File: src/rtl/core/sprite_line_selector_unit_assert.svh
// Assertion macros shared by the sprite line selector.
`ifndef SPRITE_LINE_SELECTOR_UNIT_ASSERT_SVH
`define SPRITE_LINE_SELECTOR_UNIT_ASSERT_SVH

// Same-cycle implication, checked outside reset.
`define SLSEL_ASSERT_NOW(label, clk, rstn, ante, cons, msg) \
    label: assert property (@(posedge clk) disable iff (!(rstn)) (ante) |-> (cons)) \
        else $error(msg);

// Next-cycle implication, checked outside reset.
`define SLSEL_ASSERT_NEXT(label, clk, rstn, ante, cons, msg) \
    label: assert property (@(posedge clk) disable iff (!(rstn)) (ante) |=> (cons)) \
        else $error(msg);

`endif

File: src/rtl/core/slsel_pkg.sv
`timescale 1ns / 1ps

package slsel_pkg;

    localparam int TABLE_ENTRIES = 40;
    localparam int MAX_PER_LINE  = 10;
    localparam int LINE_OFFSET   = 16;
    localparam int TALL_HEIGHT   = 16;
    localparam int SHORT_HEIGHT  = 8;
    localparam int TABLE_BYTES   = TABLE_ENTRIES * 4;

    localparam int ADDR_W  = 8;
    localparam int DATA_W  = 8;
    localparam int LINE_W  = 8;
    localparam int INDEX_W = 6;
    localparam int COUNT_W = 4;
    // Line plus offset and Y plus height both fit in one extra bit.
    localparam int POS_W   = LINE_W + 1;

    localparam int ENTRY_W   = (TABLE_ENTRIES > 1) ? $clog2(TABLE_ENTRIES) : 1;
    localparam int IDX_CNT_W = $clog2(TABLE_ENTRIES + 1);
    localparam int LIST_W    = (MAX_PER_LINE > 1) ? $clog2(MAX_PER_LINE) : 1;

    localparam logic OP_WRITE = 1'b0;
    localparam logic OP_SCAN  = 1'b1;

    localparam logic [1:0] LANE_Y = 2'd0;
    localparam logic [1:0] LANE_X = 2'd1;

    typedef struct packed {
        logic              op;
        logic [ADDR_W-1:0] attr_addr;
        logic [DATA_W-1:0] attr_data;
        logic [LINE_W-1:0] line;
    } slsel_req_t;

    typedef struct packed {
        logic               found;
        logic [INDEX_W-1:0] object_index;
        logic [DATA_W-1:0]  object_x;
        logic [COUNT_W-1:0] hit_count;
        logic               last;
    } slsel_res_t;

    typedef struct packed {
        logic [DATA_W-1:0] y;
        logic [DATA_W-1:0] x;
    } attr_entry_t;

    typedef struct packed {
        logic [INDEX_W-1:0] idx;
        logic [DATA_W-1:0]  x;
    } hit_t;

    typedef struct packed {
        logic clear;
        logic insert;
    } list_ctl_t;

endpackage

File: src/rtl/core/slsel_attr_mem.sv
`timescale 1ns / 1ps

module slsel_attr_mem (
    input  logic                         aclk,
    input  logic                         wr_en,
    input  logic [slsel_pkg::ENTRY_W-1:0] wr_entry,
    input  logic [1:0]                   wr_lane,
    input  logic [slsel_pkg::DATA_W-1:0] wr_data,
    input  logic                         rd_en,
    input  logic [slsel_pkg::ENTRY_W-1:0] rd_entry,
    output slsel_pkg::attr_entry_t       rd_data
);
    import slsel_pkg::*;

    // Only the Y and X bytes of an entry are ever read, so only they are stored.
    attr_entry_t attr_mem [TABLE_ENTRIES];
    attr_entry_t rd_data_reg;

    always_ff @(posedge aclk) begin
        if (wr_en) begin
            case (wr_lane)
                LANE_Y:  attr_mem[wr_entry].y <= wr_data;
                LANE_X:  attr_mem[wr_entry].x <= wr_data;
                default: ;
            endcase
        end
        if (rd_en) begin
            rd_data_reg <= attr_mem[rd_entry];
        end
    end

    assign rd_data = rd_data_reg;

endmodule

File: src/rtl/core/slsel_hit_list.sv
`timescale 1ns / 1ps

module slsel_hit_list (
    input  logic                          aclk,
    input  logic                          aresetn,
    input  slsel_pkg::list_ctl_t          ctl,
    input  slsel_pkg::hit_t               new_hit,
    input  logic [slsel_pkg::LIST_W-1:0]  rd_sel,
    output slsel_pkg::hit_t               rd_hit,
    output logic [slsel_pkg::COUNT_W-1:0] count
);
    import slsel_pkg::*;

    hit_t               list_reg [MAX_PER_LINE];
    hit_t               list_next [MAX_PER_LINE];
    logic [COUNT_W-1:0] cnt_reg;
    logic [COUNT_W-1:0] cnt_next;
    logic [MAX_PER_LINE-1:0] shift;

    // Hits arrive in index order; a new one goes behind every held entry
    // whose X is not greater, which keeps equal X values in index order.
    always_comb begin
        for (int j = 0; j < MAX_PER_LINE; j++) begin
            shift[j] = (COUNT_W'(j) < cnt_reg) && (list_reg[j].x > new_hit.x);
        end
        for (int j = 0; j < MAX_PER_LINE; j++) begin
            if (j > 0 && shift[(j > 0) ? j - 1 : 0]) begin
                list_next[j] = list_reg[(j > 0) ? j - 1 : 0];
            end else if (COUNT_W'(j) == cnt_reg || shift[j]) begin
                list_next[j] = new_hit;
            end else begin
                list_next[j] = list_reg[j];
            end
        end
        cnt_next = cnt_reg;
        if (ctl.clear) begin
            cnt_next = '0;
        end else if (ctl.insert) begin
            cnt_next = cnt_reg + COUNT_W'(1);
        end
    end

    always_ff @(posedge aclk) begin
        if (!aresetn) begin
            cnt_reg <= '0;
        end else begin
            cnt_reg <= cnt_next;
        end
    end

    always_ff @(posedge aclk) begin
        if (ctl.insert && !ctl.clear) begin
            for (int j = 0; j < MAX_PER_LINE; j++) begin
                list_reg[j] <= list_next[j];
            end
        end
    end

    assign rd_hit = list_reg[rd_sel];
    assign count  = cnt_reg;

endmodule

File: src/rtl/core/sprite_line_selector_unit.sv
`timescale 1ns / 1ps
`include "sprite_line_selector_unit_assert.svh"

// Sprite line selector. The block keeps an object attribute table of 40
// four-byte entries, loaded one byte per write request, and answers scan
// requests with the objects that cover the requested line (Y byte minus 16,
// 8 or 16 rows tall as set by the tall_reg register on the cfg channel).
// At most 10 objects are selected, the first ones in entry order, and they
// come out sorted by X byte, equal X values in entry order, one result per
// object with last set on the final one; a line with no object gives a single
// result with found cleared. A scan request reads the table through its single
// read port at one entry per cycle, stopping early once 10 objects are found,
// followed by one result per cycle as the results are taken. The input side
// is closed while a scan is in progress; the final result waits in the output
// register while the next request is already accepted. The table itself has
// no reset: scanning an entry that was never written gives undefined results
// for that entry.

module sprite_line_selector_unit (
    input  logic                  aclk,
    input  logic                  aresetn,
    input  logic                  cfg_valid,
    output logic                  cfg_ready,
    input  logic                  cfg_data,
    input  logic                  s_valid,
    output logic                  s_ready,
    input  slsel_pkg::slsel_req_t s_data,
    output logic                  m_valid,
    input  logic                  m_ready,
    output slsel_pkg::slsel_res_t m_data
);
    import slsel_pkg::*;

    typedef enum logic [2:0] {
        ST_IDLE = 3'b001,
        ST_SCAN = 3'b010,
        ST_EMIT = 3'b100
    } state_t;

    state_t               state_reg, state_next;
    logic                 tall_reg, tall_next;
    logic [IDX_CNT_W-1:0] rd_idx_reg, rd_idx_next;
    logic                 pend_valid_reg, pend_valid_next;
    logic [ENTRY_W-1:0]   pend_entry_reg, pend_entry_next;
    logic [POS_W-1:0]     target_reg, target_next;
    logic [LIST_W-1:0]    k_reg, k_next;
    logic                 m_valid_reg, m_valid_next;
    slsel_res_t           m_data_reg, m_data_next;

    logic               s_accept;
    logic               wr_en;
    logic               rd_en;
    attr_entry_t        rd_data;
    list_ctl_t          list_ctl;
    hit_t               new_hit;
    hit_t               rd_hit;
    logic [COUNT_W-1:0] hit_cnt;
    logic [POS_W-1:0]   y_low;
    logic [POS_W-1:0]   y_high;
    logic               is_hit;
    logic               list_full;
    logic               scan_done;
    logic               out_load;
    logic               emit_last;

    assign cfg_ready = 1'b1;
    assign s_ready   = (state_reg == ST_IDLE);
    assign s_accept  = s_valid && s_ready;

    // Writes beyond the table are dropped; bytes 2 and 3 of an entry are never
    // read back, so the memory keeps only the Y and X lanes.
    assign wr_en = s_accept && (s_data.op == OP_WRITE)
                   && (s_data.attr_addr < ADDR_W'(TABLE_BYTES));

    assign rd_en = (state_reg == ST_SCAN) && (rd_idx_reg < IDX_CNT_W'(TABLE_ENTRIES));

    slsel_attr_mem u_attr_mem (
        .aclk     (aclk),
        .wr_en    (wr_en),
        .wr_entry (s_data.attr_addr[ENTRY_W+1:2]),
        .wr_lane  (s_data.attr_addr[1:0]),
        .wr_data  (s_data.attr_data),
        .rd_en    (rd_en),
        .rd_entry (rd_idx_reg[ENTRY_W-1:0]),
        .rd_data  (rd_data)
    );

    // Row test on the entry that comes back from the memory this cycle.
    assign y_low  = {1'b0, rd_data.y};
    assign y_high = y_low + (tall_reg ? POS_W'(TALL_HEIGHT - 1) : POS_W'(SHORT_HEIGHT - 1));
    assign is_hit = (y_low <= target_reg) && (target_reg <= y_high);

    assign list_full = (hit_cnt == COUNT_W'(MAX_PER_LINE));

    assign list_ctl.clear  = s_accept && (s_data.op == OP_SCAN);
    assign list_ctl.insert = (state_reg == ST_SCAN) && pend_valid_reg && is_hit && !list_full;
    assign new_hit.idx     = INDEX_W'(pend_entry_reg);
    assign new_hit.x       = rd_data.x;

    slsel_hit_list u_hit_list (
        .aclk    (aclk),
        .aresetn (aresetn),
        .ctl     (list_ctl),
        .new_hit (new_hit),
        .rd_sel  (k_reg),
        .rd_hit  (rd_hit),
        .count   (hit_cnt)
    );

    // The scan ends once every entry has been read and tested, or as soon as
    // the list is full; a read still in flight at that point is ignored.
    assign scan_done = ((rd_idx_reg == IDX_CNT_W'(TABLE_ENTRIES)) && !pend_valid_reg)
                       || list_full;

    assign out_load  = !m_valid_reg || m_ready;
    assign emit_last = (hit_cnt == '0) || (COUNT_W'(k_reg) == hit_cnt - COUNT_W'(1));

    always_comb begin
        state_next      = state_reg;
        tall_next       = tall_reg;
        rd_idx_next     = rd_idx_reg;
        pend_valid_next = rd_en;
        pend_entry_next = rd_idx_reg[ENTRY_W-1:0];
        target_next     = target_reg;
        k_next          = k_reg;
        m_valid_next    = m_valid_reg;
        m_data_next     = m_data_reg;

        if (cfg_valid && cfg_ready) begin
            tall_next = cfg_data;
        end

        if (rd_en) begin
            rd_idx_next = rd_idx_reg + IDX_CNT_W'(1);
        end

        if (out_load) begin
            m_valid_next = 1'b0;
        end

        unique case (state_reg)
            ST_IDLE: begin
                if (s_accept && (s_data.op == OP_SCAN)) begin
                    target_next = {1'b0, s_data.line} + POS_W'(LINE_OFFSET);
                    rd_idx_next = '0;
                    state_next  = ST_SCAN;
                end
            end
            ST_SCAN: begin
                if (scan_done) begin
                    k_next     = '0;
                    state_next = ST_EMIT;
                end
            end
            ST_EMIT: begin
                if (out_load) begin
                    m_valid_next = 1'b1;
                    if (hit_cnt == '0) begin
                        m_data_next = '0;
                    end else begin
                        m_data_next.found        = 1'b1;
                        m_data_next.object_index = rd_hit.idx;
                        m_data_next.object_x     = rd_hit.x;
                        m_data_next.hit_count    = hit_cnt;
                    end
                    m_data_next.last = emit_last;
                    if (emit_last) begin
                        state_next = ST_IDLE;
                    end else begin
                        k_next = k_reg + LIST_W'(1);
                    end
                end
            end
            default: begin
                state_next = ST_IDLE;
            end
        endcase
    end

    always_ff @(posedge aclk) begin
        if (!aresetn) begin
            state_reg      <= ST_IDLE;
            tall_reg       <= 1'b0;
            pend_valid_reg <= 1'b0;
            m_valid_reg    <= 1'b0;
        end else begin
            state_reg      <= state_next;
            tall_reg       <= tall_next;
            pend_valid_reg <= pend_valid_next;
            m_valid_reg    <= m_valid_next;
        end
    end

    always_ff @(posedge aclk) begin
        rd_idx_reg     <= rd_idx_next;
        pend_entry_reg <= pend_entry_next;
        target_reg     <= target_next;
        k_reg          <= k_next;
        m_data_reg     <= m_data_next;
    end

    assign m_valid = m_valid_reg;
    assign m_data  = m_data_reg;

    // The selection list never grows past its capacity.
    `SLSEL_ASSERT_NOW(a_count_bound, aclk, aresetn, 1'b1, hit_cnt <= COUNT_W'(MAX_PER_LINE), "hit list overflow")

    // A scan request closes the input side on the following cycle.
    `SLSEL_ASSERT_NEXT(a_scan_blocks, aclk, aresetn, s_accept && (s_data.op == OP_SCAN), !s_ready, "input open during scan")

    // An empty result is always the single, final result of its scan.
    `SLSEL_ASSERT_NOW(a_empty_result, aclk, aresetn, m_valid && !m_data.found, m_data.last && (m_data.hit_count == '0), "malformed empty result")

    // A write request never leaves the idle state.
    `SLSEL_ASSERT_NEXT(a_write_idle, aclk, aresetn, s_accept && (s_data.op == OP_WRITE), s_ready, "write left idle")

endmodule

File: config.mk
export PLATFORM = sky130hd
export DESIGN_NAME = sprite_line_selector_unit
export DESIGN_NICKNAME = d
export VERILOG_FILES = /design/src/rtl/core/slsel_pkg.sv /design/src/rtl/core/slsel_attr_mem.sv /design/src/rtl/core/slsel_hit_list.sv /design/src/rtl/core/sprite_line_selector_unit.sv
export VERILOG_INCLUDE_DIRS = /design/src /design/src/rtl/core
export SDC_FILE = /design/constraint.sdc
export NUM_CORES = 1
export LEC_CHECK = 0
export BUFFER_PORTS_ARGS = -buffer_cell sky130_fd_sc_hd__buf_2
export CAP_MARGIN = 30
export CORE_MARGIN = 10
export CORE_UTILIZATION = 48
export CTS_BUF_LIST = sky130_fd_sc_hd__clkbuf_16
export CTS_CLUSTER_DIAMETER = 100
export DETAILED_ROUTE_END_ITERATION = 10
export PLACE_DENSITY = 0.72
export RECOVER_POWER = 25
export SLEW_MARGIN = 20
export SYNTH_ARGS = -nofsm -noshare
export SYNTH_HDL_FRONTEND = slang
export SYNTH_HIERARCHICAL = 1
export SYNTH_SLANG_ARGS = --single-unit
File: constraint.sdc
create_clock -name aclk -period 3.87 [get_ports aclk]
set_input_delay 0.387 -clock aclk [delete_from_list [all_inputs] [get_ports aclk]]
set_output_delay 0.387 -clock aclk [all_outputs]
set_load 0.1 [all_outputs]
==> impl_metrics.json, run 1 <==
{
  "via_per_inst": 5.96,
  "synth_seq_cells": 851,
  "largest_reg_flops": 640,
  "ios": 54,
  "syn_nets": 2389,
  "drt-wirelength-per-cell_um": 24.9,
  "utilization": 0.543,
  "core_area_sq_mm": 0.0776,
  "ff2ff_path_depth": 16,
  "setup_violations": 0,
  "mostFrequentLayoutCells": "829 x edfxtp_1, 272 x mux2i_1, 133 x mux2_2",
  "start_util": 0.484,
  "insertedDiodeCount": 0,
  "firstDrtPassIters": 5,
  "die_h_um": 300,
  "hold_class": "in2reg",
  "status": "complete, but fails checks",
  "dp_hpwl_mm": 58.2,
  "routabilityCongestion": 0.906,
  "final_hold_viol_count": 0,
  "first_global_vias": 21200,
  "drt-initial-drc-count": 1825,
  "worstSetupStartpoint": "u_attr_mem/rd_data[8]",
  "finalWirelength_mm": 86.5,
  "p_per_area_mw_per_mm2": 453,
  "syn_area_sq_mm": 0.0376,
  "die_width_um": 300,
  "ys_warn_count": 6,
  "finalMaxSlewViolations": 340,
  "netlist-cell-type-count": 65,
  "synth_top_family_by_area": "multiplexers",
  "yosys.area_share.adder": 0.0363,
  "reg2reg_slack_ns": 0.29,
  "fin_ws_ns": 0.290,
  "synth_mux_area_frac": 0.152,
  "port_buffers": 52,
  "skew_ns": 0.0201,
  "worstSetupPathType": "reg2reg",
  "grtUsageTotal": 0.189,
  "critPathLaunchType": "flop",
  "finalCriticalPeriod_ns": 3.58,
  "synth_xor_area_frac": 0.00513,
  "worst_slew_pin_slew_ns": 2.25,
  "fmax_ghz": 0.279,
  "post-route-period-util": 0.925,
  "dp.cells": 3317,
  "arrival_ns": 3.92,
  "relSlewSlack": -0.503,
  "tns_ns": 0,
  "grt_max_degree": 61,
  "finalPower_mw": 19.1,
  "cts.sinks": 851,
  "detailedPlace.worstSlack_ns": 0.160,
  "syn_area_per_cell_sq_um": 16.7,
  "endpoint_kind": "flop",
  "rows": 102,
  "layout-drive-gt1-share": 0.211,
  "dr_total_vias": 20700,
  "p_leak_nw": 13.6,
  "worstSkewPairLatency_ns": 0.66,
  "die_area_sq_mm": 0.0899,
  "final_antenna_net_count": 0,
  "cp.required_ns": 4.21,
  "path_max_fanout": 14,
  "synth-simple-area-share": 0.0384,
  "overflow": 0,
  "r2r_start": "u_attr_mem/rd_data[8]",
  "cts_tree": "done",
  "cts_max_level": 3,
  "cp-endpoint": "u_hit_list/list_reg[9][10]",
  "drc": 0,
  "path_clk_slew_ns": 0.06,
  "synth-compound-area-share": 0.0694,
  "peakVddDrop_v": 0.000416,
  "synth-main-ff-cell": "edfxtp_1",
  "synthCells": 2249,
  "fin_nets": 2511,
  "postCtsSetupRepairBufs": 0,
  "clock_path_buffers": 3,
  "areaGrowthSynthToFinish_pct": 12.0,
  "antenna_found_initial": 1,
  "grt_pass1_wl_mm": 130,
  "failed_checks": "capacitance limit, slew limit",
  "drv_cap": 9,
  "cts_buffers": 87,
  "async_flop_share": 0,
  "cts_root_buf": "clkbuf_16",
  "synth_edf_count": 829,
  "ys_seq_area_frac": 0.674,
  "worstReg2RegEnd": "u_hit_list/list_reg[9][10]",
  "final_common_cell": "edfxtp_1",
  "stdcell_count": 3478,
  "rsz0062_at_grt": "false"
}
## final cells by class
cell class                 instances  area, sq um
fill                            6084        35500
sequential                       851        25300
multi-input combinational       1237        11400
clock buffer                      87         2180
tap                             1040         1300
timing repair buffer             155         1080
clock inverter                    69          692
inverter                          39          146
## synthesized netlist by cell type (all sizes together), types with 8 or more instances
library cell	instances	share of area
ha	109	0.036
a22o	32	0.0075
xor2	10	0.0023
nand4	24	0.0040
dfxtp	22	0.012
buf	79	0.016
o41ai	17	0.0077
o211ai	10	0.0020
mux2	142	0.043
o22ai	18	0.0030
a221oi	32	0.010
edfxtp	829	0.66
and2	18	0.0030
nor2	116	0.012
mux2i	272	0.072
xnor2	12	0.0028
o21ai	22	0.0036
nor2b	31	0.0052
a211oi	21	0.0042
a22oi	64	0.013
nand2	51	0.0051
a21oi	90	0.012
clkbuf	42	0.0042
a31oi	8	0.0013
inv	39	0.0039
nand3	12	0.0016
mux4	60	0.036
## logic make-up (layout without fill, tap and decap cells)
| family | Yosys count | after routing |
|---|---|---|
| mux | 474 | 474 |
| xor+xnor | 22 | 22 |
| flops | 851 | 851 |
| fa+ha+maj | 109 | 109 |
| buf+inv | 161 | 350 |
| compound gates | 337 | 337 |
| simple gates | 294 | 294 |
| other cells | 1 | 1 |
## critical path, cell delays in order (launching register included)
cell and delay (ns):
edfxtp_1 0.42, inv_1 0.13, ha_1 0.20, nand2b_1 0.07, a21oi_1 0.25, nor2_1 0.12, xnor2_1 0.14, ha_1 0.27
nand3_1 0.09, nor4_1 0.23, o211ai_1 0.14, a211oi_2 0.26, buf_4 0.20, nor2b_2 0.24, nand3_1 0.10, o22ai_1 0.15
buf_4 0.26
## stage by stage
step / instance area [sq um] / hold slack (ns)
floorplan: 37600 / 0.380
global placement: 39200 / 0.531
detailed placement: 39200 / 0.538
CTS: 42200 / 0.0314
global route: 42100 / 0.0452
finish: 42100 / 0.0611
## worst min path at each step
| stage | startpoint | to | slack (ns) | depth (start not counted) |
|---|---|---|---|---|
| floorplan | pend_entry_next[1] | pend_entry_reg[1] | 0.38 | 0 |
| global placement | tall_reg | tall_reg | 0.53 | 2 |
| detailed placement | tall_reg | tall_reg | 0.54 | 2 |
| CTS | cfg_data | tall_reg | 0.03 | 3 |
| global route | s_data[5] | target_reg[5] | 0.05 | 2 |
| finish | cfg_valid | tall_reg | 0.06 | 3 |
## power by group
| group | internal (mW) | switching [mW] | total [mW] |
|---|---|---|---|
| Sequential | 10.1 | 0.0249 | 10.1 |
| Combinational | 0.215 | 0.377 | 0.592 |
| Clock | 4.86 | 3.49 | 8.35 |
## layer usage
layer  up-vias  wire length, um  global-route usage
met2       780            42300               0.315
li1       9223                -                   -
met5         -                0                   0
met1     10600            35700               0.249
met4         0             2080              0.0541
met3       159             6460              0.0360
## timing repair
| action | CTS | global route |
|---|---|---|
| hold endpoints to repair | 5 | 0 |
| setup endpoints to repair | 0 | 26 |
| hold buffers | 5 | 0 |
| gates resized for setup | 0 | 4 |
Power figures use the tool's default switching activity.
==> run 2, diff against run 1 <==
--- a/config.mk
+++ b/config.mk
@@ -7,4 +7,5 @@
 export NUM_CORES = 1
 export LEC_CHECK = 0
+export ABC_AREA = 1
 export BUFFER_PORTS_ARGS = -buffer_cell sky130_fd_sc_hd__buf_2
 export CAP_MARGIN = 30
==> constraint.sdc (replaced) <==
create_clock -name aclk -period 3.87 [get_ports aclk]
set_input_delay 0.774 -clock aclk [delete_from_list [all_inputs] [get_ports aclk]]
set_output_delay 0.774 -clock aclk [all_outputs]
set_load 0.1 [all_outputs]
==> impl_metrics.json, run 2 <==
{
  "path_clk_slew_ns": 0.06,
  "final_area_sq_mm": 0.0433,
  "path_common_cell": "inv_1",
  "placed_cell_area_sq_mm": 0.0405,
  "finalWirelength_mm": 96.1,
  "critPathLaunchType": "flop",
  "final_hold_viol_count": 0,
  "fillers": 6668,
  "post-route-period-util": 0.898,
  "finalMaxSlewViolations": 297,
  "drt-initial-drc-count": 3213,
  "setup_violations": 0,
  "endpoint_kind": "flop",
  "areaGrowthSynthToFinish_pct": 11.9,
  "netlist-cell-type-count": 50,
  "synthCells": 3627,
  "syn_area_per_cell_sq_um": 10.7,
  "rows": 104,
  "ys_seq_area_frac": 0.655,
  "p_leak_nw": 16.4,
  "cts_resized": 0,
  "relSlewSlack": -1.15,
  "worstSetupPathType": "reg2reg",
  "ios": 54,
  "path_max_fanout": 14,
  "status": "complete, but fails checks",
  "failed_checks": "capacitance limit, slew limit",
  "crit_chain": "inv_1 > ha_1 > inv_1 > o21ai_0 > nand2_1 > nand2_1 > nor2_1 > xnor2_1 > ha_1 > a21oi_1 > o21ai_0 > a21oi_1 > o21ai_0 > nand2_1 > inv_1 > nor2_1 > inv_1 > nor2_1 > buf_4 > nand2_1 > inv_1",
  "crit_buf_inv": 6,
  "synth_area_leaders": "edfxtp_1 64%, nand2_1 9.5%, nand3_1 6.3%",
  "port_buffers": 52,
  "overflow": 0,
  "dr_total_vias": 27300,
  "peakVddDrop_v": 0.000459,
  "finalPower_mw": 23.2,
  "slowest_stage": "inv_1",
  "rsz0062_at_grt": "false",
  "arrival_ns": 3.72,
  "die_width_um": 304,
  "multi_input_area_sq_mm": 0.0115,
  "core_area_sq_mm": 0.0802,
  "cts_max_level": 3,
  "drc": 0,
  "detailedPlace.worstSlack_ns": 0.432,
  "grt_pass1_wl_mm": 148,
  "cts.sinks": 851,
  "die_area_sq_mm": 0.0924,
  "synth_edf_count": 829,
  "syn_nets": 3767,
  "skew_ns": 0.0509,
  "utilization": 0.540,
  "synth_common_cells": "981 x nand2_1, 829 x edfxtp_1, 488 x nand3_1",
  "syn_area_sq_mm": 0.0387,
  "cts_root_buf": "clkbuf_16",
  "via_per_inst": 5.62,
  "cts-hold-fix-buffers": 0,
  "critPathMaxStageDelay_ns": 0.40,
  "start_util": 0.483,
  "synth-main-ff-cell": "edfxtp_1",
  "fin_ws_ns": 0.395,
  "yosysTopAreaCellShare": 0.643,
  "dp_hpwl_mm": 61.0,
  "grtUsageTotal": 0.200,
  "ys_warn_count": 6,
  "synth_seq_cells": 851,
  "grt_max_degree": 132,
  "worstSkewPairLatency_ns": 0.65,
  "register_area_sq_mm": 0.0253,
  "first_global_vias": 26100,
  "firstDrtPassIters": 8,
  "crit_family": "buffers and inverters",
  "final_antenna_net_count": 0,
  "antenna_found_initial": 0,
  "synth_top_cell_by_area": "edfxtp_1",
  "yosysMostFrequentCell": "nand2_1",
  "die_h_um": 304,
  "final_common_cell": "nand2_1",
  "cts_buffers": 86,
  "postCtsSetupRepairBufs": 0,
  "cts_tree": "done",
  "async_flop_share": 0,
  "routabilityCongestion": 0.889,
  "fmax_ghz": 0.288,
  "mostFrequentLayoutCells": "981 x nand2_1, 829 x edfxtp_1, 489 x nand3_1",
  "drt-wirelength-per-cell_um": 19.8,
  "cp.required_ns": 4.12,
  "fin_nets": 3860,
  "clock_path_buffers": 3,
  "insertedDiodeCount": 0,
  "hold_class": "in2reg",
  "worst_slew_pin_slew_ns": 3.22,
  "tns_ns": 0,
  "p_per_area_mw_per_mm2": 535,
  "drv_cap": 5,
  "finalCriticalPeriod_ns": 3.48,
  "layout-drive-gt1-share": 0.0923,
  "largest_reg_flops": 640
}
==> run 2: changes by cell type after synthesis, moves of 64 or more <==
cell     change
a22oi_1     -64
inv_1      +154
mux2_2     -133
mux2i_1    -272
nand2_1    +930
nand3_1    +476
nor2_1     +161
o21ai_0    +131
==> run 2: layout make-up <==
cell class | count | share of cell area
timing repair buffer | 207 | 0.0350
sequential | 851 | 0.585
inverter | 212 | 0.0188
clock inverter | 73 | 0.0159
multi-input combinational | 2362 | 0.265
tap | 1060 | 0.0306
clock buffer | 86 | 0.0497
==> run 2: layer usage <==
metal  vias to the layer above  GRT usage  share of wire
met4                         0     0.0848          0.040
li1                      12800          -              -
met1                     12900      0.255           0.39
met3                       227     0.0282          0.080
met2                      1298      0.339           0.49
met5                         -          0              0
==> run 2: path summary, 6_finish.rpt <==
path,start,endpoint,slack (ns),cells after the start
hold / removal,s_data[3],target_reg[3],0.32,1
hold reg to reg,u_hit_list/list_reg[0][8],u_hit_list/list_reg[1][8],0.56,2
setup / recovery,u_attr_mem/rd_data[8],u_hit_list/list_reg[4][3],0.39,21
setup reg to reg,u_attr_mem/rd_data[8],u_hit_list/list_reg[4][3],0.39,21
==> run 2: logic make-up after synthesis <==
logic type | after synthesis | synth area share
simple gates | 1799 | 0.195
flops | 851 | 0.655
compound gates | 446 | 0.0647
buf+inv | 414 | 0.0487
fa+ha+maj | 109 | 0.0353
xor+xnor | 7 | 0.00158
other cells | 1 | 0.0000969
==> run 2: power breakdown <==
group	internal, mW	total (mW)	switching (mW)	leakage (nW)
clock network	4.75	8.28	3.53	1.43
logic	1.24	4.51	3.27	7.31
registers	10.2	10.4	0.161	7.65
total	16.2	23.2	6.96	16.4
==> run 2: metrics by stage <==
step,hold slack (ns),instances
CTS,0.290,4849
detailed placement,0.493,4690
global placement,0.493,4690
finish,0.323,4851
floorplan,0.354,3627
global route,0.299,4851
